===== src/hdl/assert_macros.svh =====
// Assertion helpers used by the RTL.
`ifndef ASSERT_MACROS_SVH
`define ASSERT_MACROS_SVH

// Same-cycle implication, disabled while reset is high.
`define ASSERT_IMPL(name, clk, rst, ante, cons, msg) \
  name: assert property (@(posedge clk) disable iff (rst) (ante) |-> (cons)) \
    else $error(msg);

// Next-cycle implication, disabled while reset is high.
`define ASSERT_NEXT(name, clk, rst, ante, cons, msg) \
  name: assert property (@(posedge clk) disable iff (rst) (ante) |=> (cons)) \
    else $error(msg);

`endif


===== src/hdl/fcsg_pkg.sv =====
package fcsg_pkg;

  localparam int COORD_W  = 12;
  localparam int RADIUS_W = 5;
  localparam int MASK_W   = 8;
  localparam int ROW_W    = 11;
  localparam int DIM_W    = 12;

  localparam int PADDR_W   = 3;
  localparam int PDATA_W   = 32;
  localparam int REG_IDX_W = PADDR_W - 2;

  localparam logic [REG_IDX_W-1:0] REG_SCREEN_WIDTH  = REG_IDX_W'(0);
  localparam logic [REG_IDX_W-1:0] REG_SCREEN_HEIGHT = REG_IDX_W'(1);

  localparam logic [DIM_W-1:0] RESET_WIDTH  = DIM_W'(320);
  localparam logic [DIM_W-1:0] RESET_HEIGHT = DIM_W'(200);
  localparam logic [DIM_W-1:0] DIM_MAX      = DIM_W'(2048);

  localparam int MAX_RADIUS_DEF = 31;

endpackage


===== src/hdl/fcsg_if.sv =====
interface fcsg_cmd_if import fcsg_pkg::*; ();
  logic                      valid;
  logic                      ready;
  logic signed [COORD_W-1:0] center_x;
  logic signed [COORD_W-1:0] center_y;
  logic [RADIUS_W-1:0]       radius;
  logic [MASK_W-1:0]         pixel_mask;

  modport source (output valid, output center_x, output center_y, output radius,
                  output pixel_mask, input ready);
  modport sink (input valid, input center_x, input center_y, input radius,
                input pixel_mask, output ready);
endinterface

interface fcsg_span_if import fcsg_pkg::*; ();
  logic              valid;
  logic              ready;
  logic [ROW_W-1:0]  span_row;
  logic [ROW_W-1:0]  span_first;
  logic [ROW_W-1:0]  span_last;
  logic [MASK_W-1:0] span_mask;
  logic              final_span;

  modport source (output valid, output span_row, output span_first, output span_last,
                  output span_mask, output final_span, input ready);
  modport sink (input valid, input span_row, input span_first, input span_last,
                input span_mask, input final_span, output ready);
endinterface


===== src/hdl/filled_circle_span_generator_unit.sv =====
// Filled circle span generator. Each command transfer (signed centre, radius, OR mask)
// yields one horizontal span per visible row of the circle, clipped to the screen size
// held in two APB registers (screen_width at 0x0, screen_height at 0x4). Rows whose span
// is empty after clipping produce nothing, and the last span of a circle carries
// final_span. A command occupies the row counter for one cycle per visible row while the
// output is not stalled, and the next command is taken in the cycle after its last row
// has been issued; a circle with no visible row does not occupy the row counter at all.
// Rows flow through $clog2(MAX_RADIUS+1)+3 pipeline stages (distance, remainder, one
// square root bit per stage, clipping), then a look-ahead register that decides the
// final flag, and then the output register. The last span of a circle waits in the
// look-ahead register until the circle's last row has been clipped.
`include "assert_macros.svh"

module filled_circle_span_generator_unit import fcsg_pkg::*; #(
  parameter int MAX_RADIUS = MAX_RADIUS_DEF
) (
  input  logic               clk,
  input  logic               rst,
  input  logic               psel,
  input  logic               penable,
  input  logic               pwrite,
  input  logic [PADDR_W-1:0] paddr,
  input  logic [PDATA_W-1:0] pwdata,
  output logic [PDATA_W-1:0] prdata,
  output logic               pready,
  fcsg_cmd_if.sink           cmd,
  fcsg_span_if.source        span
);

  localparam int RW    = $clog2(MAX_RADIUS + 1);
  localparam int R2W   = 2 * RW;
  localparam int EXT_W = COORD_W + 2;
  localparam logic [RADIUS_W-1:0]    MAX_R_IN = RADIUS_W'(MAX_RADIUS);
  localparam logic signed [EXT_W-1:0] ONE_S   = EXT_W'(1);

  typedef struct packed {
    logic              last;
    logic [ROW_W-1:0]  row;
    logic [COORD_W-1:0] cx;
    logic [MASK_W-1:0] mask;
  } tag_t;

  // Configuration registers.
  logic [DIM_W-1:0] screen_width;
  logic [DIM_W-1:0] screen_height;
  logic [REG_IDX_W-1:0] reg_idx;

  assign reg_idx = paddr[PADDR_W-1:2];
  assign pready  = 1'b1;

  always_ff @(posedge clk) begin
    if (rst) begin
      screen_width  <= RESET_WIDTH;
      screen_height <= RESET_HEIGHT;
    end else if (psel && penable && pwrite) begin
      case (reg_idx)
        REG_SCREEN_WIDTH:  screen_width  <= pwdata[DIM_W-1:0];
        REG_SCREEN_HEIGHT: screen_height <= pwdata[DIM_W-1:0];
        default: ;
      endcase
    end
  end

  always_comb begin
    case (reg_idx)
      REG_SCREEN_WIDTH:  prdata = PDATA_W'(screen_width);
      REG_SCREEN_HEIGHT: prdata = PDATA_W'(screen_height);
      default:           prdata = '0;
    endcase
  end

  logic [DIM_W-1:0]        w_clamp;
  logic [DIM_W-1:0]        h_clamp;
  logic signed [EXT_W-1:0] wlim;
  logic signed [EXT_W-1:0] hlim;

  assign w_clamp = (screen_width > DIM_MAX) ? DIM_MAX : screen_width;
  assign h_clamp = (screen_height > DIM_MAX) ? DIM_MAX : screen_height;
  assign wlim    = signed'(EXT_W'(w_clamp)) - ONE_S;
  assign hlim    = signed'(EXT_W'(h_clamp)) - ONE_S;

  // Command decode and row range.
  logic                     busy;
  logic                     adv;
  logic                     cmd_fire;
  logic [RADIUS_W-1:0]      r_sat;
  logic [RW-1:0]            r_in;
  logic signed [EXT_W-1:0]  cy_ext;
  logic signed [EXT_W-1:0]  r_ext;
  logic signed [EXT_W-1:0]  y0_raw;
  logic signed [EXT_W-1:0]  y1_raw;
  logic signed [EXT_W-1:0]  y0_c;
  logic signed [EXT_W-1:0]  y1_c;
  logic                     rows_none;

  assign cmd.ready = !rst && !busy;
  assign cmd_fire  = cmd.valid && cmd.ready;
  assign r_sat     = (cmd.radius > MAX_R_IN) ? MAX_R_IN : cmd.radius;
  assign r_in      = r_sat[RW-1:0];
  assign cy_ext    = EXT_W'(cmd.center_y);
  assign r_ext     = signed'(EXT_W'(r_in));
  assign y0_raw    = cy_ext - r_ext;
  assign y1_raw    = cy_ext + r_ext;
  assign y0_c      = (y0_raw < 0) ? '0 : y0_raw;
  assign y1_c      = (y1_raw > hlim) ? hlim : y1_raw;
  assign rows_none = y0_c > y1_c;

  logic [ROW_W-1:0]          current_row;
  logic [ROW_W-1:0]          end_row;
  logic signed [COORD_W-1:0] held_center_x;
  logic signed [COORD_W-1:0] held_center_y;
  logic [R2W-1:0]            held_radius_sq;
  logic [MASK_W-1:0]         held_mask;
  logic                      row_is_last;

  assign row_is_last = current_row == end_row;

  always_ff @(posedge clk) begin
    if (rst) begin
      busy        <= 1'b0;
      current_row <= '0;
      end_row     <= '0;
    end else if (cmd_fire) begin
      busy        <= !rows_none;
      current_row <= rows_none ? '0 : y0_c[ROW_W-1:0];
      end_row     <= rows_none ? '0 : y1_c[ROW_W-1:0];
    end else if (busy && adv) begin
      current_row <= current_row + ROW_W'(1);
      if (row_is_last) begin
        busy <= 1'b0;
      end
    end
  end

  always_ff @(posedge clk) begin
    if (rst) begin
      held_center_x  <= '0;
      held_center_y  <= '0;
      held_radius_sq <= '0;
      held_mask      <= '0;
    end else if (cmd_fire) begin
      held_center_x  <= cmd.center_x;
      held_center_y  <= cmd.center_y;
      held_radius_sq <= R2W'(r_in) * R2W'(r_in);
      held_mask      <= cmd.pixel_mask;
    end
  end

  // Stage A: distance from the centre row.
  logic signed [EXT_W-1:0] dy_full;
  logic signed [EXT_W-1:0] dy_abs;
  logic                    a_valid;
  tag_t                    a_tag;
  logic [RW-1:0]           a_adx;
  logic [R2W-1:0]          a_r2;

  assign dy_full = signed'(EXT_W'(current_row)) - EXT_W'(held_center_y);
  assign dy_abs  = (dy_full < 0) ? -dy_full : dy_full;

  always_ff @(posedge clk) begin
    if (rst) begin
      a_valid <= 1'b0;
    end else if (adv) begin
      a_valid    <= busy;
      a_tag.last <= row_is_last;
      a_tag.row  <= current_row;
      a_tag.cx   <= held_center_x;
      a_tag.mask <= held_mask;
      a_adx      <= dy_abs[RW-1:0];
      a_r2       <= held_radius_sq;
    end
  end

  // Stage B and the square root stages, one result bit per stage, most significant first.
  logic           sq_valid [RW+1];
  tag_t           sq_tag   [RW+1];
  logic [R2W-1:0] sq_v     [RW+1];
  logic [RW-1:0]  sq_s     [RW+1];

  always_ff @(posedge clk) begin
    if (rst) begin
      sq_valid[0] <= 1'b0;
    end else if (adv) begin
      sq_valid[0] <= a_valid;
      sq_tag[0]   <= a_tag;
      sq_v[0]     <= a_r2 - R2W'(a_adx) * R2W'(a_adx);
      sq_s[0]     <= '0;
    end
  end

  for (genvar k = 0; k < RW; k++) begin : g_sqrt
    logic [RW-1:0]  trial;
    logic [R2W-1:0] trial_sq;

    assign trial    = sq_s[k] | RW'(1 << (RW - 1 - k));
    assign trial_sq = R2W'(trial) * R2W'(trial);

    always_ff @(posedge clk) begin
      if (rst) begin
        sq_valid[k+1] <= 1'b0;
      end else if (adv) begin
        sq_valid[k+1] <= sq_valid[k];
        sq_tag[k+1]   <= sq_tag[k];
        sq_v[k+1]     <= sq_v[k];
        sq_s[k+1]     <= (trial_sq <= sq_v[k]) ? trial : sq_s[k];
      end
    end
  end

  // Stage C: horizontal extent and clipping.
  logic signed [EXT_W-1:0] cx_ext;
  logic signed [EXT_W-1:0] half_ext;
  logic signed [EXT_W-1:0] x0_raw;
  logic signed [EXT_W-1:0] x1_raw;
  logic signed [EXT_W-1:0] x0_c;
  logic signed [EXT_W-1:0] x1_c;
  logic                    c_valid;
  tag_t                    c_tag;
  logic [ROW_W-1:0]        c_first;
  logic [ROW_W-1:0]        c_last_col;
  logic                    c_nonempty;

  assign cx_ext   = EXT_W'(signed'(sq_tag[RW].cx));
  assign half_ext = signed'(EXT_W'(sq_s[RW]));
  assign x0_raw   = cx_ext - half_ext;
  assign x1_raw   = cx_ext + half_ext;
  assign x0_c     = (x0_raw < 0) ? '0 : x0_raw;
  assign x1_c     = (x1_raw > wlim) ? wlim : x1_raw;

  always_ff @(posedge clk) begin
    if (rst) begin
      c_valid <= 1'b0;
    end else if (adv) begin
      c_valid    <= sq_valid[RW];
      c_tag      <= sq_tag[RW];
      c_first    <= x0_c[ROW_W-1:0];
      c_last_col <= x1_c[ROW_W-1:0];
      c_nonempty <= x0_c <= x1_c;
    end
  end

  // Look-ahead register: a span is released once the next visible span of the same
  // circle arrives, or once the circle's last row shows that none will follow.
  logic             p_valid;
  logic             p_final;
  logic [ROW_W-1:0] p_row;
  logic [ROW_W-1:0] p_first;
  logic [ROW_W-1:0] p_last_col;
  logic [MASK_W-1:0] p_mask;
  logic             out_free;
  logic             pend_emit;
  logic             c_take;

  assign out_free  = !span.valid || span.ready;
  assign pend_emit = p_valid && (p_final || (c_valid && c_nonempty)) && out_free;
  assign c_take    = c_valid && (!c_nonempty || !p_valid || pend_emit);
  assign adv       = !c_valid || c_take;

  always_ff @(posedge clk) begin
    if (rst) begin
      p_valid <= 1'b0;
      p_final <= 1'b0;
    end else if (c_take && c_nonempty) begin
      p_valid <= 1'b1;
      p_final <= c_tag.last;
    end else if (c_take && c_tag.last && p_valid && !p_final) begin
      p_final <= 1'b1;
    end else if (pend_emit) begin
      p_valid <= 1'b0;
    end
  end

  always_ff @(posedge clk) begin
    if (c_take && c_nonempty) begin
      p_row      <= c_tag.row;
      p_first    <= c_first;
      p_last_col <= c_last_col;
      p_mask     <= c_tag.mask;
    end
  end

  always_ff @(posedge clk) begin
    if (rst) begin
      span.valid <= 1'b0;
    end else if (pend_emit) begin
      span.valid <= 1'b1;
    end else if (span.ready) begin
      span.valid <= 1'b0;
    end
  end

  always_ff @(posedge clk) begin
    if (pend_emit) begin
      span.span_row   <= p_row;
      span.span_first <= p_first;
      span.span_last  <= p_last_col;
      span.span_mask  <= p_mask;
      span.final_span <= p_final;
    end
  end

  `ASSERT_NEXT(a_busy_ends, clk, rst, busy && adv && row_is_last, !busy, "row counter ran past the last row")
  `ASSERT_IMPL(a_row_bound, clk, rst, busy, current_row <= end_row, "current row beyond end row")
  `ASSERT_NEXT(a_cmd_starts, clk, rst, cmd_fire && !rows_none, busy && (current_row == $past(y0_c[ROW_W-1:0])), "command did not start at its first row")
  `ASSERT_IMPL(a_nonfinal_successor, clk, rst, pend_emit && !p_final, c_take && c_nonempty, "non-final span released without a successor")

endmodule


===== src/flat_wrapper.sv =====
// flat-port wrapper written by rule: the top's interface ports become plain ports
module filled_circle_span_generator_unit_flat import fcsg_pkg::*;
#(
  parameter int MAX_RADIUS = MAX_RADIUS_DEF
)
  (clk, rst, psel, penable, pwrite, paddr, pwdata, prdata, pready, cmd_valid, cmd_center_x, cmd_center_y, cmd_radius, cmd_pixel_mask, cmd_ready, span_valid, span_span_row, span_span_first, span_span_last, span_span_mask, span_final_span, span_ready);
  fcsg_cmd_if cmd_i ();
  fcsg_span_if span_i ();
  input  logic clk;
  input  logic rst;
  input  logic psel;
  input  logic penable;
  input  logic pwrite;
  input  logic [PADDR_W-1:0] paddr;
  input  logic [PDATA_W-1:0] pwdata;
  output logic [PDATA_W-1:0] prdata;
  output logic pready;
  input wire logic [$bits(cmd_i.valid)-1:0] cmd_valid;
  input wire logic [$bits(cmd_i.center_x)-1:0] cmd_center_x;
  input wire logic [$bits(cmd_i.center_y)-1:0] cmd_center_y;
  input wire logic [$bits(cmd_i.radius)-1:0] cmd_radius;
  input wire logic [$bits(cmd_i.pixel_mask)-1:0] cmd_pixel_mask;
  output wire logic [$bits(cmd_i.ready)-1:0] cmd_ready;
  output wire logic [$bits(span_i.valid)-1:0] span_valid;
  output wire logic [$bits(span_i.span_row)-1:0] span_span_row;
  output wire logic [$bits(span_i.span_first)-1:0] span_span_first;
  output wire logic [$bits(span_i.span_last)-1:0] span_span_last;
  output wire logic [$bits(span_i.span_mask)-1:0] span_span_mask;
  output wire logic [$bits(span_i.final_span)-1:0] span_final_span;
  input wire logic [$bits(span_i.ready)-1:0] span_ready;
  assign cmd_i.valid = cmd_valid;
  assign cmd_i.center_x = cmd_center_x;
  assign cmd_i.center_y = cmd_center_y;
  assign cmd_i.radius = cmd_radius;
  assign cmd_i.pixel_mask = cmd_pixel_mask;
  assign cmd_ready = cmd_i.ready;
  assign span_valid = span_i.valid;
  assign span_span_row = span_i.span_row;
  assign span_span_first = span_i.span_first;
  assign span_span_last = span_i.span_last;
  assign span_span_mask = span_i.span_mask;
  assign span_final_span = span_i.final_span;
  assign span_i.ready = span_ready;
  filled_circle_span_generator_unit #(.MAX_RADIUS(MAX_RADIUS)) u_core (.clk(clk), .rst(rst), .psel(psel), .penable(penable), .pwrite(pwrite), .paddr(paddr), .pwdata(pwdata), .prdata(prdata), .pready(pready), .cmd(cmd_i), .span(span_i));
endmodule

===== config.mk =====
export PLATFORM = sky130hd
export DESIGN_NAME = filled_circle_span_generator_unit_flat
export DESIGN_NICKNAME = d
export VERILOG_FILES = /design/src/hdl/fcsg_pkg.sv /design/src/hdl/fcsg_if.sv /design/src/hdl/filled_circle_span_generator_unit.sv /design/src/flat_wrapper.sv
export VERILOG_INCLUDE_DIRS = /design/src /design/src/hdl
export SDC_FILE = /design/constraint.sdc
export NUM_CORES = 1
export LEC_CHECK = 0
export BUFFER_PORTS_ARGS = -buffer_cell sky130_fd_sc_hd__buf_2
export CAP_MARGIN = 40
export CORE_UTILIZATION = 60
export DETAILED_ROUTE_END_ITERATION = 6
export PLACE_DENSITY = 0.76
export SYNTH_ARGS = -nofsm -noshare
export SYNTH_HDL_FRONTEND = slang
export SYNTH_SLANG_ARGS = --single-unit

===== constraint.sdc =====
create_clock -name clk -period 32.6 [get_ports clk]
set_clock_uncertainty 0.15 [all_clocks]
set_input_delay 1.63 -clock clk [delete_from_list [all_inputs] [get_ports clk]]
set_output_delay 1.63 -clock clk [all_outputs]
set_load 0.01 [all_outputs]

==> results.md <==
- Status: finished clean
- Die X-Extent: 200 um
- Die Ht: 200 um
- Crit. End Element: register
- Ys Warns: 0
- CP max-delay cell: a211oi_2
- CTS Buf Count: 51
- Post-CTS Hold Buffers: 0
- Setup WS post-layout: 25.65 ns
- Synthesis-to-finish area growth: 11.9%
- Final setup viols: 0
- Setup crit end: u_core.current_row[2]
- Tcrit/Tclk final: 21.3%
- Die ar.: 40000 um^2
- Most used cell along the critical path: ha_1
- Max incr delay on CP: 0.47 ns
- Placed Instance Area: 24600 um^2
- Worst-skew pair later-pin latency: 0.59 ns
- Antenna fix cells: 0
- Avg WL per Cell: 17.0 um
- GRT Total Usage: 21.5%
- Yosys top cell area share: 55.5%
- Synth async-reset ratio: 0%
- Starting Density: 60.9%
- Top cells by area, synth: edfxtp_1 56%, ha_1 8.5%, dfxtp_1 7.9%
- Total core area: 38600 um^2
- Worst path depth: 23
- Syn_area_per_cell: 13.0 um^2
- Cells after DPL: 2402
- CTS sink count: 528
- Max-Slew Margin vs Limit: 18.2%
- Post-synth EDFFs: 435
- R2r startpoint: u_core.screen_height[11]
- Hold Fails Final Rpt: 0
- Synth Cell Area: 23500 um^2
- Crit Path Category: in -> reg
- HPWL after DPL: 29500 um
- Via count: 13648
- Max IR drop VDD: 0.0614 mV
- Hold WC Path Type: reg -> reg
- WP buf/inv: 5
- Largest net degree at the start of global routing: 213
- First-pass GRT wire length: 65900 um
- TNS Setup: 0 ns
- Clock buffer depth: 3
- Drt pass-1 iters: 5
- Setup bufs post-CTS: 0
- Initial antenna violation count: 0
- MaxCap Viol Count: 0
- Layout cell share with drive strength beyond 1: 13.4%
- GR Overflow Total: 0
- Final core occ: 68.1%
- Sequential fraction of the synthesis area: 63.4%
- Clock-pin slew on the worst setup and hold paths: 0.06 ns
- Root Buffer: clkbuf_16
- Vias in the first global route: 12912
- Top-Level Pins: 156
- H-tree depth: 2
- Residual DRC: 0
- Final slew viol count: 0
- Leak Pwr: 10.3 nW
- Post-route cell area: 26300 um^2
- R2R Path End: u_core.current_row[2]
- R2r worst-path depth: 19
- Port-buffer cells: 112
- Max frequency: 144 MHz
- WP data arrival: 7.28 ns
- Pre-CTS setup slack: 25.22 ns
- Required time of the critical path: 32.94 ns
- Netlist cell types: 72
- # rows: 72
- Pwr dens: 73.5 nW/um^2
- Detailed Route WL: 42600 um
- Min Tclk post-route: 6.95 ns
- Gpl congestion: 0.909
- CP delay by family, top: compound AO/OA/AOI/OAI gates
- Final #Nets: 2194
- Tightest Pin Transition: 1.23 ns
- 1st-iter DRT viols: 687
- Critical Path Start: cmd_radius[0]
- Post-cts sizing count: 0
- CTS tree: done
- Remaining antenna violation count: 0
- Crit-path cells: buf_2, ha_1, inv_1, fa_1, nor2b_1, o31a_1, o211ai_1, xor2_1, inv_1, ha_1, nand4_1, a311o_1, a211oi_2, buf_6, mux2_2, ha_1, nand4_1, nor4_1, a311oi_1, o32ai_1, buf_4, nand3_4, o32ai_1
- Non-filler instance count after layout: 2497
- Synthesized netlist cell count: 1812
- RSZ-0062 raised after global routing: false
- CP Launch Type: primary input
- Ys flop type: edfxtp_1
- Via density: 5.47
- Max FO, Critical Path: 17
- R2r setup slk: 26.59 ns
- Yosys reg bits: 528
- Synth area leader: edfxtp_1
==> state kept, by name, summed over array words and instances, names as in the netlist, 12 cells and up <==
register / flops
u_core.sq_v: 50
u_core.held_center_x: 12
u_core.c_tag: 20
u_core.screen_width: 12
u_core.sq_s: 15
u_core.held_center_y: 12
u_core.a_tag: 32
u_core.screen_height: 12
u_core.sq_tag: 192
==> synthesized netlist by cell type (all sizes together), types with 5 or more instances <==
cell	count
edfxtp	435
nand2	197
ha	159
inv	143
a21oi	113
dfxtp	93
nor2	90
xnor2	70
o21ai	52
clkbuf	46
mux2	31
nor3	30
buf	26
nand3	26
xor2	25
nor2b	23
a21o	20
fa	19
nor4	17
mux2i	15
and2	14
nand4	14
a211oi	12
or3	12
nand2b	11
o21a	10
or4	9
nor3b	8
o211ai	8
o21bai	8
a31oi	6
and3	6
o32ai	6
or2	6
a41oi	5
==> layer usage <==
metal	vias up	GRT usage (%)	share of wire, %
li1	6731	-	-
met1	6496	27.8	43
met2	351	36.9	49
met3	70	3.39	4.9
met4	0	7.46	2.5
met5	-	0	0
==> how the worst min path moves through the flow <==
stage | depth (start not counted) | endpoint | start
global placement | 0 | u_core.sq_tag[3][14] | u_core.sq_tag[2][14]
finish | 0 | u_core.p_mask[7] | u_core.c_tag[7]
floorplan | 0 | u_core.c_tag[0] | u_core.sq_tag[5][0]
detailed placement | 0 | u_core.c_tag[21] | u_core.sq_tag[5][21]
CTS | 0 | u_core.sq_tag[4][8] | u_core.sq_tag[3][8]
global route | 0 | u_core.sq_tag[0][29] | u_core.a_tag[29]
==> where the power goes <==
group | internal [mW] | switching [mW]
Clock | 0.358 | 0.246
Combinational | 0.221 | 0.264
Sequential | 0.813 | 0.0331
==> cell type report <==
cell class	instances	area, um^2
sequential	528	14900
fill	2738	12300
multi-input combinational	1087	7790
clock buffer	59	1370
timing repair buffer	125	667
tap	518	648
inverter	144	541
clock inverter	36	378
==> worst reg2reg max path, stage by stage (launching register included) <==
cell	delay, ns
dfxtp_1	0.56
inv_1	0.23
nand2_1	0.19
ha_1	0.30
o21ai_1	0.18
or4_4	0.48
ha_1	0.35
nand4_1	0.12
a311o_1	0.40
a211oi_2	0.47
buf_6	0.22
mux2_2	0.38
ha_1	0.30
nand4_1	0.15
nor4_1	0.34
a311oi_1	0.08
o32ai_1	0.24
buf_4	0.22
nand3_4	0.24
o32ai_1	0.33
==> cells in the final DEF (no fill, tap or decap), types with 7 or more instances in the layout <==
cell,instances
conb_1,21
clkinv_2,13
a211oi_1,11
or4_1,8
buf_4,9
and2_1,14
nand2b_1,10
nand3_1,25
dfxtp_1,93
nor3_1,29
o21ai_0,43
o21a_1,10
a21o_1,20
nor4_1,17
nand2_1,197
fa_1,19
edfxtp_1,435
a21oi_1,113
o21ai_2,7
nand4_1,14
mux2i_1,15
bufinv_16,7
buf_2,112
xnor2_1,70
ha_1,159
mux2_2,31
nor2_1,88
inv_1,142
xor2_1,25
nor3b_1,8
or3_1,11
nor2b_1,22
o211ai_1,8
o21bai_1,8
clkinv_1,11
clkbuf_16,53
==> cell families after synthesis <==
family	after synthesis	synth area share, %
AOI/OAI and AO/OA	277	7.54
xor gates and xnor gates	95	3.54
adders and majority gates	178	10.1
buffers and inverters	216	3.86
DFF	528	63.4
muxes	46	2.12
other	2	0.0319
and+or+nand+nor	470	9.41
==> stage by stage <==
stage               hold WS, ns  power [mW]
finish                    0.260        1.94
global route              0.269        2.05
CTS                       0.264        1.95
detailed placement        0.255        1.34
global placement          0.250        1.32
floorplan                 0.250        1.25
Power figures use the tool's default switching activity.
